**config.mk**
```make
export PLATFORM = sky130hd
export DESIGN_NAME = event_message_priority_display_flat
export DESIGN_NICKNAME = d
export VERILOG_FILES = /design/src/emp_pkg.sv /design/src/emp_tick_if.sv /design/src/emp_disp_if.sv /design/src/emp_cfg_if.sv /design/src/event_message_priority_display.sv /design/src/flat_wrapper.sv
export SDC_FILE = /design/constraint.sdc
export NUM_CORES = 1
export LEC_CHECK = 0
export ABC_CLOCK_PERIOD_IN_PS = 18640
export BUFFER_PORTS_ARGS = -buffer_cell sky130_fd_sc_hd__clkbuf_2
export CORE_MARGIN = 1
export CORE_UTILIZATION = 69
export DETAILED_ROUTE_END_ITERATION = 12
export PLACE_DENSITY = 0.95
export SLEW_MARGIN = 20
export SYNTH_ARGS = -nofsm -noshare
export SYNTH_HDL_FRONTEND = slang
export SYNTH_SLANG_ARGS = --single-unit
```
**constraint.sdc**
```tcl
create_clock -name clk -period 18.64 [get_ports clk]
set_input_delay 0.932 -clock clk [delete_from_list [all_inputs] [get_ports clk]]
set_output_delay 0.932 -clock clk [all_outputs]
set_load 0.01 [all_outputs]
```
**src/emp_pkg.sv**
```systemverilog
// Shared types and constants for the event message priority display.
// Holds the tick and display transaction layouts, message and register codes.
// No dependencies.
`timescale 1ns / 1ps
`default_nettype none

package emp_pkg;

  localparam int unsigned NUM_PAGES = 5;
  localparam logic [2:0]  PAGE_LAST = 3'(NUM_PAGES - 1);

  localparam logic [15:0] EVENT_HOLD_RST  = 16'd1000;
  localparam logic [15:0] BLANK_RST       = 16'd500;
  localparam logic [15:0] FAULT_MASK_RST  = 16'hFFFF;
  localparam logic [2:0]  PAGE_RST        = 3'd0;
  localparam logic [2:0]  EVENTS_PAGE_RST = 3'd0;
  localparam logic        ACK_ENABLE_RST  = 1'b1;

  typedef enum logic [2:0] {
    CFG_EVENT_HOLD   = 3'd0,
    CFG_BLANK        = 3'd1,
    CFG_FAULT_MASK   = 3'd2,
    CFG_DEFAULT_PAGE = 3'd3,
    CFG_EVENTS_PAGE  = 3'd4,
    CFG_ACK_ENABLE   = 3'd5
  } cfg_index_t;

  typedef enum logic [3:0] {
    CODE_NONE     = 4'd0,
    CODE_BRAKE    = 4'd1,
    CODE_ACK      = 4'd2,
    CODE_FAULT    = 4'd3,
    CODE_MAIN     = 4'd4,
    CODE_PARK     = 4'd5,
    CODE_LEFT     = 4'd6,
    CODE_RIGHT    = 4'd7,
    CODE_HAZARD   = 4'd8,
    CODE_REMINDER = 4'd9
  } msg_code_t;

  typedef enum logic [1:0] {
    TURN_OFF    = 2'd0,
    TURN_LEFT   = 2'd1,
    TURN_RIGHT  = 2'd2,
    TURN_HAZARD = 2'd3
  } turn_mode_t;

  typedef struct packed {
    logic [31:0] now_ms;
    logic        page_button_rose;
    logic [3:0]  point_number;
    logic        braking;
    logic        main_light_on;
    logic        park_light_on;
    logic [15:0] fault_bits;
    logic        ack_rose;
    logic [1:0]  turn_mode;
    logic        reminder_active;
  } tick_t;

  typedef struct packed {
    logic [2:0] page_index;
    logic       blanked;
    logic [3:0] message_code;
    logic [3:0] point_digit;
  } disp_t;

endpackage

`default_nettype wire

```
**src/emp_tick_if.sv**
```systemverilog
// Input channel carrying one scan tick per transaction.
// Depends on emp_pkg for the tick layout.
`timescale 1ns / 1ps
`default_nettype none

interface emp_tick_if;
  logic            valid;
  logic            ready;
  emp_pkg::tick_t  data;

  modport source (output valid, output data, input ready);
  modport sink   (input valid, input data, output ready);
endinterface

`default_nettype wire

```
**src/emp_disp_if.sv**
```systemverilog
// Output channel carrying one display state per transaction.
// Depends on emp_pkg for the display layout.
`timescale 1ns / 1ps
`default_nettype none

interface emp_disp_if;
  logic            valid;
  logic            ready;
  emp_pkg::disp_t  data;

  modport source (output valid, output data, input ready);
  modport sink   (input valid, input data, output ready);
endinterface

`default_nettype wire

```
**src/emp_cfg_if.sv**
```systemverilog
// Register write channel: index and write data per transaction.
// No dependencies.
`timescale 1ns / 1ps
`default_nettype none

interface emp_cfg_if;
  logic        valid;
  logic        ready;
  logic [2:0]  index;
  logic [15:0] wdata;

  modport source (output valid, output index, output wdata, input ready);
  modport sink   (input valid, input index, input wdata, output ready);
endinterface

`default_nettype wire

```
**src/event_message_priority_display.sv**
```systemverilog
// Event message priority display: page select, point-change blanking, event hold timers.
// Depends on emp_pkg, emp_tick_if, emp_disp_if and emp_cfg_if.
//
// Usage:
//   tick carries one scan tick per transaction (timestamp plus vehicle signals).
//   disp returns exactly one display state per accepted tick, in order.
//   cfg writes the registers; it is always ready and takes a write per cycle.
//   Write registers only while no tick is in flight.
// Timing:
//   A tick is latched into the input register, evaluated combinationally against
//   the page, blanking and timer state, and lands in the result register.
//   disp.valid rises when the tick moves from the input to the result register.
//   Throughput is one tick per cycle unless disp stalls (single evaluation stage).
//   When disp stalls, the result register holds, the input register keeps one
//   further tick, and tick.ready drops until the result is taken.
// Reset:
//   rst clears both stages, all timers and edge history, returns the page to
//   page 0 and the registers to their reset values.
`timescale 1ns / 1ps
`default_nettype none

module event_message_priority_display (
  input  wire logic   clk,
  input  wire logic   rst,
  emp_tick_if.sink    tick,
  emp_disp_if.source  disp,
  emp_cfg_if.sink     cfg
);
  import emp_pkg::*;

  localparam int unsigned NUM_PULSES = 5;
  localparam int unsigned P_BRAKE = 0;
  localparam int unsigned P_ACK   = 1;
  localparam int unsigned P_FAULT = 2;
  localparam int unsigned P_MAIN  = 3;
  localparam int unsigned P_PARK  = 4;

  localparam msg_code_t PULSE_MSG [NUM_PULSES] =
    '{CODE_BRAKE, CODE_ACK, CODE_FAULT, CODE_MAIN, CODE_PARK};

  // Registers
  logic [15:0] event_hold_ms;
  logic [15:0] blank_ms;
  logic [15:0] fault_mask;
  logic [2:0]  events_page;
  logic        ack_enable;

  // Pipeline
  logic  stg_valid;
  tick_t stg;
  logic  advance;

  // Block state
  logic [2:0]  page_reg;
  logic [3:0]  point_reg;
  logic        blank_flag;
  logic [31:0] blank_start;
  logic [NUM_PULSES-1:0] pulse_active;
  logic [31:0] pulse_start [NUM_PULSES];
  logic [2:0]  prev_levels;

  logic [2:0]  page_next;
  logic        blank_flag_next;
  logic [31:0] blank_start_next;
  logic [NUM_PULSES-1:0] pulse_active_next;
  logic [31:0] pulse_start_next [NUM_PULSES];
  logic [2:0]  prev_levels_next;
  logic [31:0] blank_elapsed;
  logic [31:0] pulse_elapsed [NUM_PULSES];
  logic        point_change;
  logic        blanked;
  logic        events_on;
  logic        found;
  logic [NUM_PULSES-1:0] fire;
  logic [NUM_PULSES-1:0] act_eff;
  logic [NUM_PULSES-1:0] live;
  msg_code_t   msg;

  assign cfg.ready  = 1'b1;
  assign advance    = stg_valid && (!disp.valid || disp.ready);
  assign tick.ready = !stg_valid || advance;

  always_ff @(posedge clk) begin
    if (rst) begin
      event_hold_ms <= EVENT_HOLD_RST;
      blank_ms      <= BLANK_RST;
      fault_mask    <= FAULT_MASK_RST;
      events_page   <= EVENTS_PAGE_RST;
      ack_enable    <= ACK_ENABLE_RST;
    end else if (cfg.valid) begin
      unique case (cfg.index)
        CFG_EVENT_HOLD:   event_hold_ms <= cfg.wdata;
        CFG_BLANK:        blank_ms      <= cfg.wdata;
        CFG_FAULT_MASK:   fault_mask    <= cfg.wdata;
        CFG_DEFAULT_PAGE: ; // page reset value is fixed
        CFG_EVENTS_PAGE:  events_page   <= cfg.wdata[2:0];
        CFG_ACK_ENABLE:   ack_enable    <= cfg.wdata[0];
        default: ;
      endcase
    end
  end

  always_comb begin
    page_next = page_reg;
    if (stg.page_button_rose) begin
      page_next = (page_reg == PAGE_LAST) ? 3'd0 : page_reg + 3'd1;
    end

    point_change     = stg.point_number != point_reg;
    blank_start_next = point_change ? stg.now_ms : blank_start;
    blank_elapsed    = stg.now_ms - blank_start_next;
    blanked          = (point_change || blank_flag) &&
                       (blank_elapsed < {16'd0, blank_ms});
    blank_flag_next  = blanked;

    events_on = !blanked && (page_next == events_page);

    fire[P_BRAKE] = stg.braking && !prev_levels[0];
    fire[P_ACK]   = ack_enable && stg.ack_rose;
    fire[P_FAULT] = |(stg.fault_bits & fault_mask);
    fire[P_MAIN]  = stg.main_light_on && !prev_levels[1];
    fire[P_PARK]  = stg.park_light_on && !prev_levels[2];

    act_eff = pulse_active | fire;
    for (int k = 0; k < NUM_PULSES; k++) begin
      pulse_start_next[k] = fire[k] ? stg.now_ms : pulse_start[k];
      pulse_elapsed[k]    = stg.now_ms - pulse_start_next[k];
      live[k]             = act_eff[k] && (pulse_elapsed[k] < {16'd0, event_hold_ms});
    end

    // Walk in priority order; stop expiring at the first live timer
    found             = 1'b0;
    msg               = CODE_NONE;
    pulse_active_next = act_eff;
    for (int k = 0; k < NUM_PULSES; k++) begin
      if (!found) begin
        pulse_active_next[k] = live[k];
        if (live[k]) begin
          found = 1'b1;
          msg   = PULSE_MSG[k];
        end
      end
    end

    if (!found) begin
      unique case (stg.turn_mode)
        TURN_HAZARD: msg = CODE_HAZARD;
        TURN_LEFT:   msg = stg.reminder_active ? CODE_REMINDER : CODE_LEFT;
        TURN_RIGHT:  msg = stg.reminder_active ? CODE_REMINDER : CODE_RIGHT;
        TURN_OFF:    msg = CODE_NONE;
      endcase
    end

    prev_levels_next = {stg.park_light_on, stg.main_light_on, stg.braking};

    if (!events_on) begin
      msg               = CODE_NONE;
      pulse_active_next = pulse_active;
      prev_levels_next  = prev_levels;
      for (int k = 0; k < NUM_PULSES; k++) begin
        pulse_start_next[k] = pulse_start[k];
      end
    end
  end

  always_ff @(posedge clk) begin
    if (rst) begin
      stg_valid <= 1'b0;
    end else if (tick.ready) begin
      stg_valid <= tick.valid;
    end
    if (tick.valid && tick.ready) begin
      stg <= tick.data;
    end
  end

  always_ff @(posedge clk) begin
    if (rst) begin
      page_reg     <= PAGE_RST;
      point_reg    <= 4'd0;
      blank_flag   <= 1'b0;
      pulse_active <= '0;
      prev_levels  <= 3'd0;
    end else if (advance) begin
      page_reg     <= page_next;
      point_reg    <= stg.point_number;
      blank_flag   <= blank_flag_next;
      pulse_active <= pulse_active_next;
      prev_levels  <= prev_levels_next;
    end
    if (advance) begin
      blank_start <= blank_start_next;
      for (int k = 0; k < NUM_PULSES; k++) begin
        pulse_start[k] <= pulse_start_next[k];
      end
    end
  end

  always_ff @(posedge clk) begin
    if (rst) begin
      disp.valid <= 1'b0;
    end else if (advance) begin
      disp.valid <= 1'b1;
    end else if (disp.ready) begin
      disp.valid <= 1'b0;
    end
    if (advance) begin
      disp.data.page_index   <= page_next;
      disp.data.blanked      <= blanked;
      disp.data.message_code <= msg;
      disp.data.point_digit  <= stg.point_number;
    end
  end

  a_blank_quiet: assert property (@(posedge clk) disable iff (rst)
    disp.valid && disp.data.blanked |-> disp.data.message_code == CODE_NONE)
    else $error("message shown while blanked");

  a_msg_on_events_page: assert property (@(posedge clk) disable iff (rst)
    disp.valid && disp.data.message_code != CODE_NONE |->
    disp.data.page_index == events_page)
    else $error("message shown outside the events page");

  a_stage_holds: assert property (@(posedge clk) disable iff (rst)
    stg_valid && !advance |=> stg_valid && $stable(stg))
    else $error("pending tick lost while result stalled");

  a_page_range: assert property (@(posedge clk) disable iff (rst)
    {1'b0, page_reg} < 4'(NUM_PAGES))
    else $error("page register out of range");

endmodule

`default_nettype wire

```
**src/flat_wrapper.sv**
```systemverilog
// flat-port wrapper written by rule: the top's interface ports become plain ports
module event_message_priority_display_flat import emp_pkg::*;
  (clk, rst, tick_valid, tick_data, tick_ready, disp_valid, disp_data, disp_ready, cfg_valid, cfg_index, cfg_wdata, cfg_ready);
  emp_tick_if tick_i ();
  emp_disp_if disp_i ();
  emp_cfg_if cfg_i ();
  input  wire logic clk;
  input  wire logic rst;
  input wire logic [$bits(tick_i.valid)-1:0] tick_valid;
  input wire logic [$bits(tick_i.data)-1:0] tick_data;
  output wire logic [$bits(tick_i.ready)-1:0] tick_ready;
  output wire logic [$bits(disp_i.valid)-1:0] disp_valid;
  output wire logic [$bits(disp_i.data)-1:0] disp_data;
  input wire logic [$bits(disp_i.ready)-1:0] disp_ready;
  input wire logic [$bits(cfg_i.valid)-1:0] cfg_valid;
  input wire logic [$bits(cfg_i.index)-1:0] cfg_index;
  input wire logic [$bits(cfg_i.wdata)-1:0] cfg_wdata;
  output wire logic [$bits(cfg_i.ready)-1:0] cfg_ready;
  assign tick_i.valid = tick_valid;
  assign tick_i.data = tick_data;
  assign tick_ready = tick_i.ready;
  assign disp_valid = disp_i.valid;
  assign disp_data = disp_i.data;
  assign disp_i.ready = disp_ready;
  assign cfg_i.valid = cfg_valid;
  assign cfg_i.index = cfg_index;
  assign cfg_i.wdata = cfg_wdata;
  assign cfg_ready = cfg_i.ready;
  event_message_priority_display u_core (.clk(clk), .rst(rst), .tick(tick_i), .disp(disp_i), .cfg(cfg_i));
endmodule
```
==> flow_summary_export.csv <==
group,metric,value,unit
route,drtPass1Iterations,6,
timing,clock.fmax,124,MHz
route,routed_wl,78700,µm
clock_tree,clk_path_buf_depth,3,
power_and_ir_drop,power_frac_comb,32.0,%
power_and_ir_drop,powerDensity,84.6,nW/µm²
yosys,synth_nets,3218,
floorplan,std_cell_rows,71,
timing,rsz0062_at_grt,"false",
yosys,synth_warnings,0,
finish,drive_above_1_share,8.26,%
clock_tree,clk_pin_slew,0.06,ns
placement,dp_hpwl,55200,µm
setup_path,cp-end-kind,"flop",
clock_tree,cts_tree,"yes",
setup_path,start_kind,"flop",
route,routed-via-count,23700,
timing,tightest_slew,1.21,ns
route,drcViolationCount,0,
setup_path,crit_start,"u_core.stg[23]$_DFFE_PP_",
setup_path,max_stage_delay,0.62,ns
job,maxCapViolCount,0,
yosys,ys_seq_elements,334,
floorplan,die_x,198,µm
global_route,grt_overflow_total,0,
yosys,netlist_area,26400,µm²
yosys,seq_area_frac_synth,35.4,%
placement,dpl.cell_count,3394,
global_route,grt_max_degree,87,
timing,drv_slew,0,
timing,setup_viol,0,
setup_path,critPathCapture,"u_core.pulse_active[1]$_SDFFE_PP0P_",
floorplan,die_area,39000,µm²
setup_path,slowest_stage,"nor3_2",
power_and_ir_drop,vdd_drop_max,0.000101,V
yosys,synth_common_cells,"275 x ha_1, 274 x inv_1, 264 x edfxtp_1",
floorplan,die-height,198,µm
floorplan,initial_utilization,70.0,%
power_and_ir_drop,switchingPower,0.000825,W
outcome,outcome,"finished, final reports clean",
yosys,synth_cell_types,86,
finish,top_register,"u_core.pulse_start",
global_route,grt_pass1_vias,23300,
finish,fillers,2502,
clock_tree,post_cts_resized,0,
floorplan,core_area,37700,µm²
timing,fin_skew,0.0446,ns
timing,min_period_over_period,43.2,%
route,wl_per_cell,22.7,µm
global_route,grt.total_usage,40.3,%
timing,slew_headroom,18.0,%
min_path,min-delay-start,"u_core.event_hold_ms[14]$_SDFFE_PP0P_",
finish,fin_nets,3288,
clock_tree,clk_latency,0.59,ns
yosys,synth_top_area_cell,"edfxtp_1",
power_and_ir_drop,sw_frac_of_total,34.0,%
clock_tree,cts_setup_buffers,0,
clock_tree,clockRootBuffer,"clkbuf_16",
timing,setup_tns,0,ns
floorplan,ios,99,
route,postRouteAntennaNets,0,
setup_path,cp_max_fo,86,
finish,diodes,0,
timing,finalHoldViolCount,0,
clock_tree,clock-sinks,334,
power_and_ir_drop,p_leak,12.5,nW
route,via_per_inst,6.85,
yosys,synth_cells,2853,
clock_tree,h-tree-depth,2,
finish,finish.utilization,76.2,%
timing,period_needed,8.04,ns
yosys,yosys-top-cells-area,"edfxtp_1 30%, ha_1 13%, mux2i_1 7.4%",
finish,largest_reg_flops,160,
finish,stdcell_count,3464,
global_route,grt_pass1_wl,123000,µm
yosys,async_reset_ff_share,0,%
clock_tree,postCtsHoldBufs,0,
power_and_ir_drop,p_seq_share,35.9,%
route,drt_iter0_markers,2586,
placement,place_congestion,0.983,
power_and_ir_drop,power,0.00243,W
yosys,synth_edf_count,264,
yosys,synth_top_area_share,30.1,%
yosys,syn_area_per_cell,9.24,µm²
setup_path,ff2ff_setup_slack,10.60,ns
power_and_ir_drop,p_int,0.00160,W
finish,area_delta_synth_final,8.89,%
finish,reg.largest.list,"u_core.pulse_start (160), u_core.stg (60), u_core.blank_start (32)",
setup_path,arrival,8.44,ns
yosys,synth_flop_cell,"edfxtp_1",
placement,port_buffers,97,
setup_path,r2r_end,"u_core.pulse_active[1]$_SDFFE_PP0P_",
min_path,hold_class,"reg2reg",
yosys,synth.most_common_cell,"ha_1",
power_and_ir_drop,p_clk_share,32.1,%
setup_path,r2r_cells,28,
setup_path,r2r_start,"u_core.stg[23]$_DFFE_PP_",
global_route,antenna_found_initial,1,
setup_path,crit_required,19.03,ns
clock_tree,cts-buffers-inserted,38,
setup_path,crit_type,"reg2reg",
-- cell type report --
class	instances	area [µm²]	area share, %
tap	511	639	2.23
sequential	334	9330	32.5
inverter	275	1030	3.60
clock buffer	53	1110	3.86
timing repair buffer	129	729	2.54
clock inverter	17	179	0.623
multi-input combinational	2145	15700	54.7
-- kinds of logic (layout without fill, tap and decap cells) --
family | Yosys count | count (layout) | share of synthesized area [%]
AO/OA/AOI/OAI | 781 | 781 | 19.3
AND/OR/NAND/NOR | 734 | 734 | 13.8
buffers and inverters | 374 | 474 | 5.38
flip-flops | 334 | 334 | 35.4
adder cells (fa/ha/maj) | 285 | 285 | 13.7
multiplexers | 207 | 207 | 7.91
XOR/XNOR | 137 | 137 | 4.55
other | 1 | 1 | 0.0142
-- stage by stage --
stage	area, µm²	hold slack [ns]	worst slack [ns]
3_3_place_gp	27400	0.440	10.97
3_5_place_dp	27400	0.449	10.59
6_report	28700	0.459	10.60
2_1_floorplan	26400	0.428	8.42
5_1_grt	28700	0.485	10.13
4_1_cts	28700	0.458	10.52
-- worst min path at each step --
| stage | cells past startpoint | endpoint |
|---|---|---|
| 6_report | 2 | u_core.event_hold_ms[14]$_SDFFE_PP0P_ |
| 2_1_floorplan | 2 | u_core.blank_flag$_SDFFE_PP0P_ |
| 3_5_place_dp | 2 | u_core.blank_flag$_SDFFE_PP0P_ |
| 3_3_place_gp | 2 | u_core.blank_flag$_SDFFE_PP0P_ |
| 4_1_cts | 2 | u_core.blank_flag$_SDFFE_PP0P_ |
| 5_1_grt | 2 | u_core.blank_ms[13]$_SDFFE_PP0P_ |
-- critical path: cells and delay by family (launching register included) --
kind,cells,cell delay (ns)
and+or+nand+nor,7,1.48
DFF,1,0.44
xor gates and xnor gates,2,0.36
buffers and inverters,4,1.57
AOI/OAI and AO/OA,12,3.05
adders and majority gates,3,0.84
-- power groups by stage --
| stage | registers [W] | clock network (W) | logic, W |
|---|---|---|---|
| after floorplan | 0.000886 | 0 | 0.000554 |
| after global routing | 0.000875 | 0.000807 | 0.000845 |
| final | 0.000873 | 0.000780 | 0.000776 |
| after global placement | 0.000884 | 0 | 0.000709 |
| after CTS | 0.000872 | 0.000780 | 0.000754 |
| after detailed placement | 0.000887 | 0 | 0.000740 |
-- cells in the final DEF, fill, tap and decap left out, types with 40 or more instances in the layout --
cell type  Yosys  layout
ha_1         275     275
inv_1        274     273
edfxtp_1     264     264
nand2_1      252     251
a21oi_1      240     240
mux2i_1      195     195
nor2_1       135     134
o21ai_0      113     113
clkbuf_2       0      97
a21o_1        95      95
xnor2_1       81      81
dfxtp_1       70      70
xor2_1        56      56
o21a_1        44      44
nor2b_1       43      43
nand4_1       42      42
nand3_1       41      41
nor3_1        41      40
clkbuf_16      0      40
-- metal layers --
metal,wire (µm),track usage (%)
met1,29700,48.9
met2,35700,65.4
met3,7580,7.12
met4,5770,27.4
met5,14,0
Power figures use the tool's default switching activity.
